File: src/sv/h2r_pkg.sv
// Shared types, widths and elaboration-time helpers for the HSV to RGB converter.
// No dependencies; every other file imports this package.
package h2r_pkg;

    localparam int HUE_FRAC_BITS_DEF = 6;
    localparam int HUE_W             = 15;
    localparam int FRAC_W            = 16;
    localparam int COMP_W            = 8;
    localparam int PROD_W            = 32;

    // 65535 * 65535, the denominator of a full-scale product
    localparam logic [63:0] FULL_SQ = 64'd4294836225;

    // chroma and match term, both over 65535^2
    typedef struct packed {
        logic [PROD_W-1:0] match;
        logic [PROD_W-1:0] chroma;
    } h2r_mix_t;

    // hue units in one 60-degree sector
    function automatic int sector_units(input int frac_bits);
        return 60 << frac_bits;
    endfunction

    // bits needed to hold 0 .. sector_units inclusive
    function automatic int units_width(input int frac_bits);
        return $clog2((60 << frac_bits) + 1);
    endfunction

    // common denominator 65535^2 * sector_units
    function automatic logic [63:0] den_of(input int frac_bits);
        return FULL_SQ * (64'd60 << frac_bits);
    endfunction

endpackage

File: src/sv/h2r_round_div.sv
// Three-stage reciprocal divider by the constant 2*D with a one-step correction.
// Yields the rounded 8-bit component; depends on h2r_pkg.
module h2r_round_div
    import h2r_pkg::*;
#(
    parameter int HUE_FRAC_BITS = HUE_FRAC_BITS_DEF,
    localparam int X_W = PROD_W + units_width(HUE_FRAC_BITS) + 9
) (
    input  logic              clk,
    input  logic [2:0]        adv,
    input  logic [X_W-1:0]    dividend,
    output logic [COMP_W-1:0] quotient
);

    localparam int          TOP_W   = 24;
    localparam int          SHIFT   = X_W - TOP_W;
    localparam int          FRAC_K  = 26;
    localparam int          RECIP_W = 16;
    localparam int          PR_W    = TOP_W + RECIP_W;
    localparam logic [63:0] DEN2    = den_of(HUE_FRAC_BITS) << 1;
    // floor(2^(FRAC_K + SHIFT) / 2D): the estimate is the quotient or one below it
    localparam logic [63:0]        RECIP_FULL = (64'd1 << (FRAC_K + SHIFT)) / DEN2;
    localparam logic [RECIP_W-1:0] RECIP      = RECIP_W'(RECIP_FULL);

    logic [TOP_W-1:0]  top_bits;
    logic [PR_W-1:0]   prod_reg;
    logic [X_W-1:0]    x_a_reg;

    logic [COMP_W-1:0] est_next;
    logic [COMP_W:0]   est_inc;
    logic [63:0]       bound_next;
    logic [COMP_W-1:0] est_reg;
    logic [63:0]       bound_reg;
    logic [X_W-1:0]    x_b_reg;

    logic              take;
    logic [COMP_W-1:0] quo_next;
    logic [COMP_W-1:0] quo_reg;

    // Stage A: multiply the top dividend bits by the reciprocal
    assign top_bits = dividend[X_W-1:SHIFT];

    always_ff @(posedge clk)
    begin
        if (adv[0])
        begin
            prod_reg <= PR_W'(top_bits) * PR_W'(RECIP);
            x_a_reg  <= dividend;
        end
    end

    // Stage B: form the bound (estimate + 1) * 2D
    assign est_next   = prod_reg[FRAC_K +: COMP_W];
    assign est_inc    = (COMP_W+1)'(est_next) + (COMP_W+1)'(1);
    assign bound_next = 64'(est_inc) * DEN2;

    always_ff @(posedge clk)
    begin
        if (adv[1])
        begin
            est_reg   <= est_next;
            bound_reg <= bound_next;
            x_b_reg   <= x_a_reg;
        end
    end

    // Stage C: bump the estimate when the dividend reaches the bound
    assign take     = 64'(x_b_reg) >= bound_reg;
    assign quo_next = est_reg + COMP_W'(take);

    always_ff @(posedge clk)
    begin
        if (adv[2])
        begin
            quo_reg <= quo_next;
        end
    end

    assign quotient = quo_reg;

endmodule

File: src/sv/h2r_lane.sv
// One color lane: numerator match*S + chroma*weight, scale by 255 with half-up bias,
// then the constant divider. Depends on h2r_pkg and h2r_round_div.
module h2r_lane
    import h2r_pkg::*;
#(
    parameter int HUE_FRAC_BITS = HUE_FRAC_BITS_DEF,
    localparam int SW = units_width(HUE_FRAC_BITS)
) (
    input  logic              clk,
    input  logic [5:0]        adv,
    input  h2r_mix_t          mix,
    input  logic [SW-1:0]     weight,
    output logic [COMP_W-1:0] comp
);

    localparam int NUM_W = PROD_W + SW;
    localparam int X_W   = NUM_W + 9;
    localparam int SU    = sector_units(HUE_FRAC_BITS);

    logic [NUM_W-1:0] ms_reg;
    logic [NUM_W-1:0] cw_reg;
    logic [NUM_W-1:0] num_reg;
    logic [NUM_W-1:0] num_next;
    logic [X_W-1:0]   x_reg;
    logic [X_W-1:0]   x_next;

    // Products of match and chroma with their sector weights
    always_ff @(posedge clk)
    begin
        if (adv[0])
        begin
            ms_reg <= NUM_W'(mix.match) * NUM_W'(SU);
            cw_reg <= NUM_W'(mix.chroma) * NUM_W'(weight);
        end
    end

    // Sum into the component numerator over D
    assign num_next = ms_reg + cw_reg;

    always_ff @(posedge clk)
    begin
        if (adv[1])
        begin
            num_reg <= num_next;
        end
    end

    // 510 * num + D, so that dividing by 2D rounds half up
    assign x_next = (X_W'(num_reg) << 9) - (X_W'(num_reg) << 1)
                    + X_W'(den_of(HUE_FRAC_BITS));

    always_ff @(posedge clk)
    begin
        if (adv[2])
        begin
            x_reg <= x_next;
        end
    end

    h2r_round_div #(
        .HUE_FRAC_BITS (HUE_FRAC_BITS)
    ) u_div (
        .clk      (clk),
        .adv      (adv[5:3]),
        .dividend (x_reg),
        .quotient (comp)
    );

endmodule

File: config.mk
export PLATFORM = sky130hd
export DESIGN_NAME = h2r_lane
export DESIGN_NICKNAME = d
export VERILOG_FILES = /design/src/sv/h2r_pkg.sv /design/src/sv/h2r_round_div.sv /design/src/sv/h2r_lane.sv
export SDC_FILE = /design/constraint.sdc
export NUM_CORES = 2
export LEC_CHECK = 0
export BUFFER_PORTS_ARGS = -buffer_cell sky130_fd_sc_hd__buf_2
export CELL_PAD_IN_SITES_DETAIL_PLACEMENT = 0
export CELL_PAD_IN_SITES_GLOBAL_PLACEMENT = 2
export CORE_ASPECT_RATIO = 1.1
export CORE_MARGIN = 5
export CORE_UTILIZATION = 32
export CTS_CLUSTER_DIAMETER = 200
export CTS_CLUSTER_SIZE = 8
export DETAILED_ROUTE_END_ITERATION = 12
export PLACE_DENSITY_LB_ADDON = 0.1
export SLEW_MARGIN = 0
export SYNTH_ARGS = -nofsm -noshare
export SYNTH_HDL_FRONTEND = slang
export SYNTH_SLANG_ARGS = --single-unit
File: constraint.sdc
create_clock -name clk -period 7.3 [get_ports clk]
set_input_delay 0.365 -clock clk [delete_from_list [all_inputs] [get_ports clk]]
set_output_delay 0.365 -clock clk [all_outputs]
set_load 0.1 [all_outputs]
After elaboration in Yosys (flattened, before gate mapping)
Cells that the tools add are included.
- order comparisons: 1
- multiply operators: 4
- add/subtract/negate cells: 5
- operator list (operator ; number):
    53-bit by 54-bit greater-or-equal comparator with 1-bit output ; 1
    53-bit by 44-bit adder with 53-bit output (second input constant) ; 1
    53-bit by 45-bit subtractor with 53-bit output ; 1
    9-bit by 36-bit multiplier with 45-bit output (second input constant) ; 1
    44-bit adder ; 1
    32-bit by 12-bit multiplier with 44-bit output ; 1
    32-bit by 4-bit multiplier with 36-bit output (second input constant) ; 1
    24-bit by 9-bit multiplier with 32-bit output (second input constant) ; 1
    8-bit by 1-bit adder with 9-bit output (second input constant) ; 1
    8-bit by 1-bit adder with 8-bit output ; 1
- bits in registers: 376
- bits of input ports: 83
- word-level logic and storage cells: 20
- output and inout port bits: 8

Longest topological paths before layout
- depth in word-level cells: 2
- mapped depth: 23

Hierarchy
From an unflattened synthesis, not the netlist that was laid out.
- cell total of the unflattened synthesis: 3677
- area total of the unflattened synthesis: 37292.0 µm²
- by module, submodules not included (module ; area an instance (µm²) ; sequential area each (µm²) ; cells an instance ; instances):
    h2r_lane ; 25299.3 ; 5285.1 ; 2670 ; 1
    h2r_round_div ; 11992.8 ; 5165.0 ; 1007 ; 1

Worst setup path after synthesis
Ideal clock, no wire load.
- path type: register to register
- from: register u_div.prod_reg[26]
- to: register u_div.bound_reg[52] (data pin)
- buffers on the path: 1
- path slack: 1428 ps
- stages on the path, launching flop included: 24
- data arrival time: 5610 ps
- library setup time: 262 ps
- cells stage by stage: edfxtp_1 > clkbuf_1 > nand2_1 > nor2_1 > and3_1 > xor2_1 > inv_1 > fa_1 > inv_1 > fa_1 > inv_1 > fa_1 > inv_1 > fa_1 > inv_1 > ha_1 > nand2_1 > o21ai_0 > a211oi_1 > o31ai_1 > nand2b_1 > a21oi_1 > a211oi_1 > xnor2_1
- longest elaborated chain between the ends: 2
- RTL lines (item ; line ; text):
    start: declaration ; h2r_round_div.sv:26 ; logic [PR_W-1:0] prod_reg;
    start signal: assignment ; h2r_round_div.sv:47 ; prod_reg <= PR_W'(top_bits) * PR_W'(RECIP);
    8-bit by 1-bit adder with 9-bit output ; h2r_round_div.sv:54 ; assign est_inc = (COMP_W+1)'(est_next) + (COMP_W+1)'(1);
    9-bit by 36-bit multiplier with 45-bit output ; h2r_round_div.sv:55 ; assign bound_next = 64'(est_inc) * DEN2;
    net u_div.bound_next[52] ; h2r_round_div.sv:31 ; logic [63:0] bound_next;
    end signal: assignment ; h2r_round_div.sv:62 ; bound_reg <= bound_next;
    end: declaration ; h2r_round_div.sv:33 ; logic [63:0] bound_reg;
The timed path passes the listed nets, and every way through them passes these cells.
A chain may end at the register's enable or synchronous reset.

Final worst setup path
- from: register u_div.prod_reg[27]
- to: register u_div.bound_reg[52] (data pin)
The elaborated chain is that of the path after synthesis.

==> impl_results.md <==
- Most frequent cells in the layout: inv_1, fa_1, ha_1
- Top cell family by delay on the critical path: adder cells
- Syn-to-layout area delta: 9.54%
- Endpoints failing setup: 0
- # diodes: 0
- Fin crit period: between 6000 and 7000 ps
- Cell Area, Synth: around 37000 um2
- First-pass GRT wire length: around 150000 um
- Sequential share of the synthesized area: 0.283
- Cell Rows: 130
- Syn nets: between 4000 and 5000
- Adder-cell share of the synthesized area: 0.385
- IO Count: 91
- Starting Density: 0.322
- Cells after synthesis: approximately 3600
- Total grt overflow: 0
- Largest net degree at the start of global routing: 72
- CTS Root Buffer Type: clkbuf_16
- Clock sinks: roughly 350
- DP HPWL: 79700 um
- Yosys warns: 0
- Async set-reset flop share out of synthesis: 0
- Worst Tran Pin Value: about 1000 ps
- Area contributors post-synth: edfxtp_1, fa_1, ha_1
- Final Max Tran Viols: 0
- CTS tree: built
- Layout cells sized above 1: 0.0558
- Avg Vias per Cell: about 4.7
- Hold/Removal Path Class: in -> reg
- Die Area: 122000 um2
- Initial antenna violation count: 3
- DRC: 0
- Max Root-Sink Buffers: 3
- Main combinational cell family by area after synthesis: adder cells
- Max FO, Critical Path: 5
- Worst Path Buf+Inv: 5
- Syn Area/Cell: ~10 um2
- Final ANT Viol Nets: 0
- Setup crit end kind: flop
- Post-synthesis cell type count: 76
- Critical path class: reg -> reg
- Synth Area in Compound Gates: 0.104
- Status: completed
- Seq cells post-synth: between 300 and 400
- Clock latency on the worst-skew pair: between 500 and 600 ps
- Clk slew on worst S/H paths: 50 ps
- CORE AREA: between 100000 and 150000 um2
- 1st-iter DRT viols: 1072
- Die span in x: around 330 um
- Simple-gate share of the synthesized area: 0.103
- First-pass DRT Iterations: 6
- RSZ-0062 raised after global routing: false
- Post-Route Skew: slightly below 30 ps
- Proportion of synthesized area in mux cells: 0
- CP required: about 7600 ps
- Vias in the first global route: 27076
- Fmax achieved: 156 MHz
- Final Hold Vio Count: 0
- Gates resized, CTS repair: 0
- Chip Height: approximately 370 um
- DR vias: approximately 24000
- Max incr delay on CP: 550 ps
- Final Core Density: 0.352
- MaxCap Viol Count: 0
- Setup ws final: just over 900 ps
- Most common cell after layout, fill and taps aside: inv_1
- Post-synth top area share: 0.283
- Post-synth EDFFs: roughly 350
- Pre-CTS WS: ~420 ps
- Slew margin rel.: 0.299
- Worst path slowest cell: edfxtp_1
- Average wire per standard cell: 18.6 um
- Final Cell Area: slightly above 40000 um2
- All-Layer GR Usage: 0.158
- Synth Flop Type: edfxtp_1
- Worst-path cell chain: buf_4 -> ha_1 -> inv_1 -> ha_1 -> xnor2_1 -> inv_1 -> fa_1 -> inv_1 -> fa_1 -> fa_1 -> ha_1 -> a21o_1 -> a21oi_1 -> o21ai_0 -> a211oi_1 -> o31ai_1 -> buf_4 -> nand2b_1 -> a21oi_1 -> a211oi_1 -> xnor2_1
- Cell taking the most area after synthesis: edfxtp_1
- Type of origin of the critical path: flop
- Hold_buf cts: 0
- Post CTS Setup Buffer Count: 0
- Xor/xnor share of the synthesized area: 0.0463
- Cell Area, Placed: 39000 um2
- Port bufs: 90
- Total negative slack: 0 ps
- H-Tree Level Count: 2
- GP Congestion: approximately 0.83
- Drt total wl: 95800 um
- Crit path arrival time: around 6700 ps
- Final period util: 0.875
- CTS buffer count: between 40 and 50
- Nets@finish: between 4000 and 5000
## through the flow
step / std cells / hold slack, ps
final: 5140 / 122
after global routing: 5140 / 103
after CTS: 5140 / 86.9
after detailed placement: 5088 / 405
after global placement: 5088 / 401
after floorplan: 3551 / 400
## worst paths after layout
path	from	to	slack, ps	cells after the start
max reg2reg	u_div.prod_reg[27]$_DFFE_PP_	u_div.bound_reg[52]$_DFFE_PP_	910	21
min	mix[32]	ms_reg[8]$_DFFE_PP_	120	1
min reg2reg	u_div.x_a_reg[51]$_DFFE_PP_	u_div.x_b_reg[51]$_DFFE_PP_	410	0
max	u_div.prod_reg[27]$_DFFE_PP_	u_div.bound_reg[52]$_DFFE_PP_	910	21
## layout make-up
type	instances	area, um2
sequential	346	10400
fill	11630	74000
clock inverter	2	25.0
timing repair buffer	124	723
tap	1518	1900
inverter	676	2540
clock buffer	50	1250
multi-input combinational	2424	23400
## per-layer routing
layer	track usage	routed length, um	vias to the layer above
met3	0.0146	2070	107
met1	0.188	39000	12212
met2	0.308	52400	290
li1	-	-	11802
met5	0	0	-
met4	0.0380	2280	0
## cells by family (layout without fill, tap and decap cells)
kind of cell	Yosys count	after routing
fa+ha+maj	868	868
simple gates	790	790
buf+inv	781	852
compound gates	572	572
flops	346	346
xor+xnor	194	194
## synthesized netlist by cell type, types with 8 or more instances
| cell | count |
|---|---|
| o31ai_1 | 11 |
| nand4_1 | 34 |
| xor2_1 | 67 |
| clkbuf_1 | 104 |
| o21ai_0 | 72 |
| or2_2 | 8 |
| nor2b_1 | 28 |
| nor3_1 | 16 |
| a21oi_1 | 164 |
| or3_1 | 10 |
| a31oi_1 | 24 |
| nand2_1 | 374 |
| edfxtp_1 | 346 |
| and3_1 | 25 |
| xnor2_1 | 127 |
| fa_1 | 435 |
| nand2b_1 | 15 |
| nand3_1 | 41 |
| o211ai_1 | 11 |
| ha_1 | 433 |
| o21a_1 | 29 |
| a21o_1 | 135 |
| a211oi_1 | 27 |
| o21bai_1 | 26 |
| nor2_1 | 87 |
| inv_1 | 676 |
| and2_1 | 126 |
Power is left out: the tool's default activity adds up to more than one toggle a clock period on the data nets, which glitch-free logic cannot reach.
