## src/sv/h2r_pkg.sv

```systemverilog
// Shared types, widths and elaboration-time helpers for the HSV to RGB converter.
// No dependencies; every other file imports this package.
package h2r_pkg;

    localparam int HUE_FRAC_BITS_DEF = 6;
    localparam int HUE_W             = 15;
    localparam int FRAC_W            = 16;
    localparam int COMP_W            = 8;
    localparam int PROD_W            = 32;

    // 65535 * 65535, the denominator of a full-scale product
    localparam logic [63:0] FULL_SQ = 64'd4294836225;

    // chroma and match term, both over 65535^2
    typedef struct packed {
        logic [PROD_W-1:0] match;
        logic [PROD_W-1:0] chroma;
    } h2r_mix_t;

    // hue units in one 60-degree sector
    function automatic int sector_units(input int frac_bits);
        return 60 << frac_bits;
    endfunction

    // bits needed to hold 0 .. sector_units inclusive
    function automatic int units_width(input int frac_bits);
        return $clog2((60 << frac_bits) + 1);
    endfunction

    // common denominator 65535^2 * sector_units
    function automatic logic [63:0] den_of(input int frac_bits);
        return FULL_SQ * (64'd60 << frac_bits);
    endfunction

endpackage

```

## src/sv/h2r_hue_front.sv

```systemverilog
// Front stages: hue sector and in-sector weight, chroma and match term.
// Three register stages; depends on h2r_pkg.
module h2r_hue_front
    import h2r_pkg::*;
#(
    parameter int HUE_FRAC_BITS = HUE_FRAC_BITS_DEF,
    localparam int SW = units_width(HUE_FRAC_BITS)
) (
    input  logic              clk,
    input  logic [2:0]        adv,
    input  logic [HUE_W-1:0]  hue_angle,
    input  logic [FRAC_W-1:0] saturation_level,
    input  logic [FRAC_W-1:0] brightness,
    output h2r_mix_t          mix,
    output logic [SW-1:0]     w_red,
    output logic [SW-1:0]     w_green,
    output logic [SW-1:0]     w_blue
);

    localparam int SU    = sector_units(HUE_FRAC_BITS);
    localparam int PAIR  = 2 * SU;
    localparam int POS_W = $clog2(PAIR);
    // ceil(2^16 / 15): exact floor(t / 15) for t below 4096
    localparam logic [12:0] RECIP_15 = 13'd4370;

    localparam logic [2:0] SECT_RED     = 3'd0;
    localparam logic [2:0] SECT_YELLOW  = 3'd1;
    localparam logic [2:0] SECT_GREEN   = 3'd2;
    localparam logic [2:0] SECT_CYAN    = 3'd3;
    localparam logic [2:0] SECT_BLUE    = 3'd4;
    localparam logic [2:0] SECT_MAGENTA = 3'd5;

    logic [HUE_W-1:0]  hue0_reg;
    logic [8:0]        q0_reg;
    logic [2:0]        sect0_reg;
    logic [PROD_W-1:0] chroma0_reg;
    logic [FRAC_W-1:0] val0_reg;
    logic [11:0]       t0;
    logic [24:0]       q0_prod;
    logic [2:0]        sect0_next;
    logic [31:0]       hue_wide;

    logic [POS_W-1:0]  pos1_reg;
    logic [POS_W-1:0]  pos1_next;
    logic [2:0]        sect1_reg;
    logic [PROD_W-1:0] chroma1_reg;
    logic [PROD_W-1:0] match1_reg;
    logic [PROD_W-1:0] match1_next;

    logic [SW-1:0]     weight2;
    logic [SW-1:0]     w_full;
    logic [SW-1:0]     w_red_next;
    logic [SW-1:0]     w_green_next;
    logic [SW-1:0]     w_blue_next;
    h2r_mix_t          mix_reg;
    logic [SW-1:0]     w_red_reg;
    logic [SW-1:0]     w_green_reg;
    logic [SW-1:0]     w_blue_reg;

    // Stage 0: pair index by reciprocal, sector by threshold compare
    assign hue_wide = 32'(hue_angle);
    assign t0       = 12'(hue_angle >> (HUE_FRAC_BITS + 3));
    assign q0_prod  = 25'(t0) * 25'(RECIP_15);

    always_comb
    begin
        if (hue_wide >= 32'(5 * SU))
        begin
            sect0_next = SECT_MAGENTA;
        end
        else if (hue_wide >= 32'(4 * SU))
        begin
            sect0_next = SECT_BLUE;
        end
        else if (hue_wide >= 32'(3 * SU))
        begin
            sect0_next = SECT_CYAN;
        end
        else if (hue_wide >= 32'(2 * SU))
        begin
            sect0_next = SECT_GREEN;
        end
        else if (hue_wide >= 32'(SU))
        begin
            sect0_next = SECT_YELLOW;
        end
        else
        begin
            sect0_next = SECT_RED;
        end
    end

    always_ff @(posedge clk)
    begin
        if (adv[0])
        begin
            hue0_reg    <= hue_angle;
            q0_reg      <= q0_prod[24:16];
            sect0_reg   <= sect0_next;
            chroma0_reg <= PROD_W'(saturation_level) * PROD_W'(brightness);
            val0_reg    <= brightness;
        end
    end

    // Stage 1: position within the sector pair, match = v*65535 - chroma
    assign pos1_next   = POS_W'(32'(hue0_reg) - 32'(q0_reg) * 32'(PAIR));
    assign match1_next = (PROD_W'(val0_reg) << FRAC_W) - PROD_W'(val0_reg) - chroma0_reg;

    always_ff @(posedge clk)
    begin
        if (adv[1])
        begin
            pos1_reg    <= pos1_next;
            sect1_reg   <= sect0_reg;
            chroma1_reg <= chroma0_reg;
            match1_reg  <= match1_next;
        end
    end

    // Stage 2: fold the position into a weight and order the components
    assign w_full = SW'(SU);

    always_comb
    begin
        if (32'(pos1_reg) < 32'(SU))
        begin
            weight2 = SW'(pos1_reg);
        end
        else
        begin
            weight2 = SW'(32'(PAIR) - 32'(pos1_reg));
        end
    end

    always_comb
    begin
        unique case (sect1_reg)
            SECT_RED:
            begin
                w_red_next = w_full; w_green_next = weight2; w_blue_next = '0;
            end
            SECT_YELLOW:
            begin
                w_red_next = weight2; w_green_next = w_full; w_blue_next = '0;
            end
            SECT_GREEN:
            begin
                w_red_next = '0; w_green_next = w_full; w_blue_next = weight2;
            end
            SECT_CYAN:
            begin
                w_red_next = '0; w_green_next = weight2; w_blue_next = w_full;
            end
            SECT_BLUE:
            begin
                w_red_next = weight2; w_green_next = '0; w_blue_next = w_full;
            end
            default:
            begin
                w_red_next = w_full; w_green_next = '0; w_blue_next = weight2;
            end
        endcase
    end

    always_ff @(posedge clk)
    begin
        if (adv[2])
        begin
            mix_reg.match  <= match1_reg;
            mix_reg.chroma <= chroma1_reg;
            w_red_reg      <= w_red_next;
            w_green_reg    <= w_green_next;
            w_blue_reg     <= w_blue_next;
        end
    end

    assign mix     = mix_reg;
    assign w_red   = w_red_reg;
    assign w_green = w_green_reg;
    assign w_blue  = w_blue_reg;

endmodule

```

## config.mk

```make
export PLATFORM = sky130hd
export DESIGN_NAME = h2r_hue_front
export DESIGN_NICKNAME = d
export VERILOG_FILES = /design/src/sv/h2r_pkg.sv /design/src/sv/h2r_hue_front.sv
export SDC_FILE = /design/constraint.sdc
export NUM_CORES = 1
export LEC_CHECK = 0
export ABC_AREA = 1
export BUFFER_PORTS_ARGS = -buffer_cell sky130_fd_sc_hd__clkbuf_2
export CAP_MARGIN = 10
export CORE_ASPECT_RATIO = 0.9
export CORE_MARGIN = 2
export CORE_UTILIZATION = 57
export CTS_CLUSTER_SIZE = 16
export DETAILED_ROUTE_END_ITERATION = 8
export PLACE_DENSITY = 0.76
export SLEW_MARGIN = 10
export SYNTH_ARGS = -nofsm -noshare
export SYNTH_HDL_FRONTEND = slang
export SYNTH_SLANG_ARGS = --single-unit
```

## constraint.sdc

```tcl
create_clock -name clk -period 6.9 [get_ports clk]
set_input_delay 0.69 -clock clk [delete_from_list [all_inputs] [get_ports clk]]
set_output_delay 0.69 -clock clk [all_outputs]
set_load 0.1 [all_outputs]
```

# After elaboration in Yosys (flattened, before gate mapping)
# Cells that the tools add are included.
dict set report word_totals {
  word_cells 48
  output_inout_bits 100
  ff_bits 253
}
dict set report op_classes {
  add_sub_neg 4
  n_reduce_logical 8
  magnitude_cmp 6
  n_eq_ne 4
  multipliers 3
  muxes 8
}
# op count
set op_table {}
lappend op_table {{12-bit case mux with 2 select lines} 3}
lappend op_table {{16-bit by 16-bit multiplier with 32-bit output} 1}
lappend op_table {{32-bit by 16-bit subtractor with 32-bit output} 1}
lappend op_table {{32-bit subtractor} 1}
lappend op_table {{15-bit by 14-bit >= comparator with 1-bit output (second input constant)} 2}
lappend op_table {{6-bit by 12-bit multiplier with 18-bit output (second input constant)} 1}
lappend op_table {{15-bit by 12-bit >= comparator with 1-bit output (second input constant)} 1}
lappend op_table {{15-bit by 13-bit >= comparator with 1-bit output (second input constant)} 1}
lappend op_table {{15-bit >= comparator (second input constant)} 1}
lappend op_table {{2-bit OR reduction} 7}
lappend op_table {{13-bit by 12-bit < comparator with 1-bit output (second input constant)} 1}
lappend op_table {{13-bit subtractor} 1}
lappend op_table {{12-bit 2-to-1 mux} 1}
lappend op_table {{12-bit subtractor (first input constant)} 1}
lappend op_table {{9-bit by 4-bit multiplier with 4-bit output (second input constant)} 1}
lappend op_table {{3-bit by 2-bit == test with 1-bit output (second input constant)} 2}
lappend op_table {{2-bit 2-to-1 mux} 2}
lappend op_table {{3-bit by 1-bit == test with 1-bit output (second input constant)} 1}
lappend op_table {{3-bit == test (second input constant)} 1}
lappend op_table {{3-bit logical NOT} 1}
lappend op_table {{1-bit 2-to-1 mux} 2}

# Longest topological paths before layout
dict set report logic_depth {
  depth_word 5
  depth_mapped 27
}

# Worst setup path before layout
# OpenSTA, ideal clock, no wires.
dict set report synth_timing {
  path_type {in2reg}
  startpoint {input port saturation_level[5]}
  endpoint {register chroma0_reg[25] (data pin)}
  setup_ns 0.253
  stages 22
  path_slack_ns 1.078
  arrival_ns 5.570
  required_time_ns 6.647
  path_cell_list {clkbuf_1 -> clkbuf_1 -> nand2_1 -> fa_1 -> inv_1 -> fa_1 -> inv_1 -> fa_1 -> inv_1 -> fa_1 -> fa_1 -> inv_1 -> fa_1 -> inv_1 -> ha_1 -> nand2_1 -> nor2_1 -> inv_1 -> o21bai_1 -> nand2_1 -> nand4_1 -> nand2_1}
}
dict set report synth_via {
  elab_chain_len 1
}
# item line_no
set synth_rtl {}
lappend synth_rtl {{start: declaration} h2r_hue_front.sv:12} ;# input logic [FRAC_W-1:0] saturation_level,
lappend synth_rtl {{16-bit by 16-bit multiplier with 32-bit output} h2r_hue_front.sv:100} ;# chroma0_reg <= PROD_W'(saturation_level) * PROD_W'(brightness);
lappend synth_rtl {{end signal: assignment} h2r_hue_front.sv:100}
lappend synth_rtl {{end: declaration} h2r_hue_front.sv:36} ;# logic [PROD_W-1:0] chroma0_reg;
# No other way between the ends.
# A chain may end at the register's enable or synchronous reset.

# Final worst setup path
dict set report layout_timing {
  startpoint {input port brightness[6]}
  endpoint {register chroma0_reg[28] (data pin)}
}
dict set report layout_via {
  elab_chain_len 1
}
# item line_no
set layout_rtl {}
lappend layout_rtl {{start: declaration} h2r_hue_front.sv:13} ;# input logic [FRAC_W-1:0] brightness,
lappend layout_rtl {{16-bit by 16-bit multiplier with 32-bit output} h2r_hue_front.sv:100}
# No other way between the ends.

==> reports/metrics.cfg <==
[sta]
setup_violations = 0
fmax_mhz = 172
hold_ws_ns = 0.344
period_needed_ns = 5.81
finalSetupTns_ns = 0
relSlewSlack = 0.329
fin_skew_ns = 0.0133
final-hold-violation-count = 0
worst_pin_slew_ns = 1.01
rsz0062_at_grt = false
slew_viol_final = 0
fin_crit_sh = 0.842

[placed_design]
portBuffers = 150
gp_congestion = 0.914
dp.cells = 2951
hpwlAfterDp_mm = 37.7

[yosys]
synth_common_cells = 732 x nand2_1, 635 x inv_1, 247 x edfxtp_1
synthDominantCellAreaShare = 0.357
yosysMostFrequentCell = nand2_1
synth_ff_type = edfxtp_1
synthArstFlopShare = 0
yosysUniqueCellTypes = 29
synth_nets = 2811
synth_area_um2 = 20800
synth_edf_count = 247
synthTopCellsByArea = edfxtp_1 36%, fa_1 19%, nand2_1 13%
yosys_warnings = 0
syn_avg_cell_area_um2 = 8.72
synth-seq-cells = 247
synth_top_area_cell = edfxtp_1
synthCells = 2380
seq_area_frac_synth = 0.357

[global_route]
grt_start_max_net_pins = 81
grt_pass1_wl_mm = 77.6
grt_overflow_total = 0
antenna_found_initial = 1
grt_pass1_vias = 15600
grtUsageTotal = 0.260

[critical_path]
cp_max_fo = 17
cp.required_ns = 7.18
end_kind = flip-flop
r2r_cells = 13
reg2reg_from = chroma0_reg[1]
arrival_ns = 6.09
reg2reg_to = match1_reg[19]
timing.reg2reg.setup_slack_ns = 4.29
path_class = primary input to flip-flop
cp-start-kind = primary input

[run_status]
outcome = completed

[floorplanning]
dieWidth_um = 205
die_h_um = 185
num_rows = 66
start_util = 0.576
core_um2 = 36000
ioPinCount = 151
fp.dieArea_um2 = 38000

[clock_network]
cts_tree = built
cts_resized = 0
clkLatencyLatePin_ns = 0.52
h-tree-depth = 1
cts-buffers-inserted = 24
clock-root-buffer = clkbuf_16
cts_buffer_depth = 3
ctsHoldBuffers = 0
cts_setup_buffers = 0
clk_pin_slew_worst_paths_ns = 0.06
clkSinkCount = 247

[drt]
vias = 15200
drt_wl_total_mm = 46.6
firstDrtPassIters = 6
vias_per_cell = 5.06
wire_per_inst_um = 15.5
drtIter0Drc = 1084
antenna_left = 0
drc_errors = 0

[finish]
final-instance-count-excl-fill = 2995
post_route_cells_drive_above_1_share = 0.0822
fillerInstances = 3073
area_growth_pct = 9.27
largest_register_ffs = 64
final_net_count = 2932

[worst_hold_path]
worstHoldPathCells = 1
holdPathEnd = hue0_reg[5]
hold_path.class = primary input to flip-flop
hold_start = hue_angle[5]

[run]
cap_viol_max_count = 0

## through the flow
stage / cell area [µm²] / setup slack [ns] / utilization
global route: 22700 / 0.780 / 0.630
CTS: 22700 / 1.11 / 0.630
floorplan: 20800 / 1.08 / -
finish: 22700 / 1.09 / 0.630
detailed placement: 21900 / 0.568 / 0.609
global placement: 21900 / 0.626 / 0.609
## layout by cell type (no fill, tap or decap), drive strengths merged
| cell | n |
|---|---|
| nand2 | 735 |
| inv | 641 |
| edfxtp | 247 |
| fa | 196 |
| ha | 184 |
| clkbuf | 176 |
| nor2 | 111 |
| nand3 | 68 |
| a21oi | 45 |
| xor2 | 40 |
| nor3 | 14 |
| buf | 12 |
| clkinv | 9 |
| nand4 | 8 |
| o21ai | 8 |
| o21bai | 7 |
| xnor2 | 6 |
| nand3b | 5 |
| diode | 1 |
| a21o | 1 |
| a31oi | 1 |
| o22ai | 1 |
| o221ai | 1 |
| bufinv | 1 |
| clkinvlp | 1 |
## cells by family (layout without fill, tap and decap cells)
logic type	count (synthesis)	after routing	synth area share
flops	247	247	0.357
xor+xnor	46	46	0.0198
compound gates	64	64	0.0180
buf+inv	702	840	0.127
fa+ha+maj	380	380	0.300
other cells	0	1	0
simple gates	941	941	0.178
## cell type report
class                           count  area, µm²  share of cell area
Sequential cell                   247       7420               0.327
Antenna cell                        1       2.50            0.000110
Timing Repair Buffer              159        823              0.0363
Multi-Input combinational cell   1431      10700               0.472
Tap cell                          476        596              0.0263
Clock inverter                     14        101             0.00447
Inverter                          638       2400               0.106
Clock buffer                       29        641              0.0283
## metal layers
layer,vias to the layer above,GRT usage,wire [µm],share of wire
li1,7339,-,-,-
met1,7263,0.351,20000,0.43
met2,461,0.454,22700,0.49
met3,88,0.0229,2700,0.058
met4,2,0.0679,1140,0.024
met5,-,0,13,0.00028
## worst max-delay path by stage
stage	start	to	slack, ns	cells past startpoint
floorplan	saturation_level[5]	chroma0_reg[25]	1.08	22
CTS	brightness[6]	chroma0_reg[17]	1.11	21
global placement	brightness[6]	chroma0_reg[17]	0.63	21
global route	brightness[6]	chroma0_reg[17]	0.78	21
detailed placement	brightness[6]	chroma0_reg[17]	0.57	21
finish	brightness[6]	chroma0_reg[28]	1.09	22
## critical path: stages
cell and delay [ns]:
clkbuf_2 0.30, nand2_1 0.16, inv_1 0.07, fa_1 0.53, inv_1 0.05, fa_1 0.56
fa_1 0.44, fa_1 0.49, inv_1 0.06, fa_1 0.54, inv_1 0.06, fa_1 0.54
inv_1 0.04, ha_1 0.35, nand2_1 0.21, inv_1 0.06, a21oi_1 0.29, nand3_1 0.25
nand2_1 0.18, nand3_1 0.08, nand2_1 0.09, nand2_1 0.06
Power is left out: the tool's default activity adds up to more than one toggle a clock period on the data nets, which glitch-free logic cannot reach.
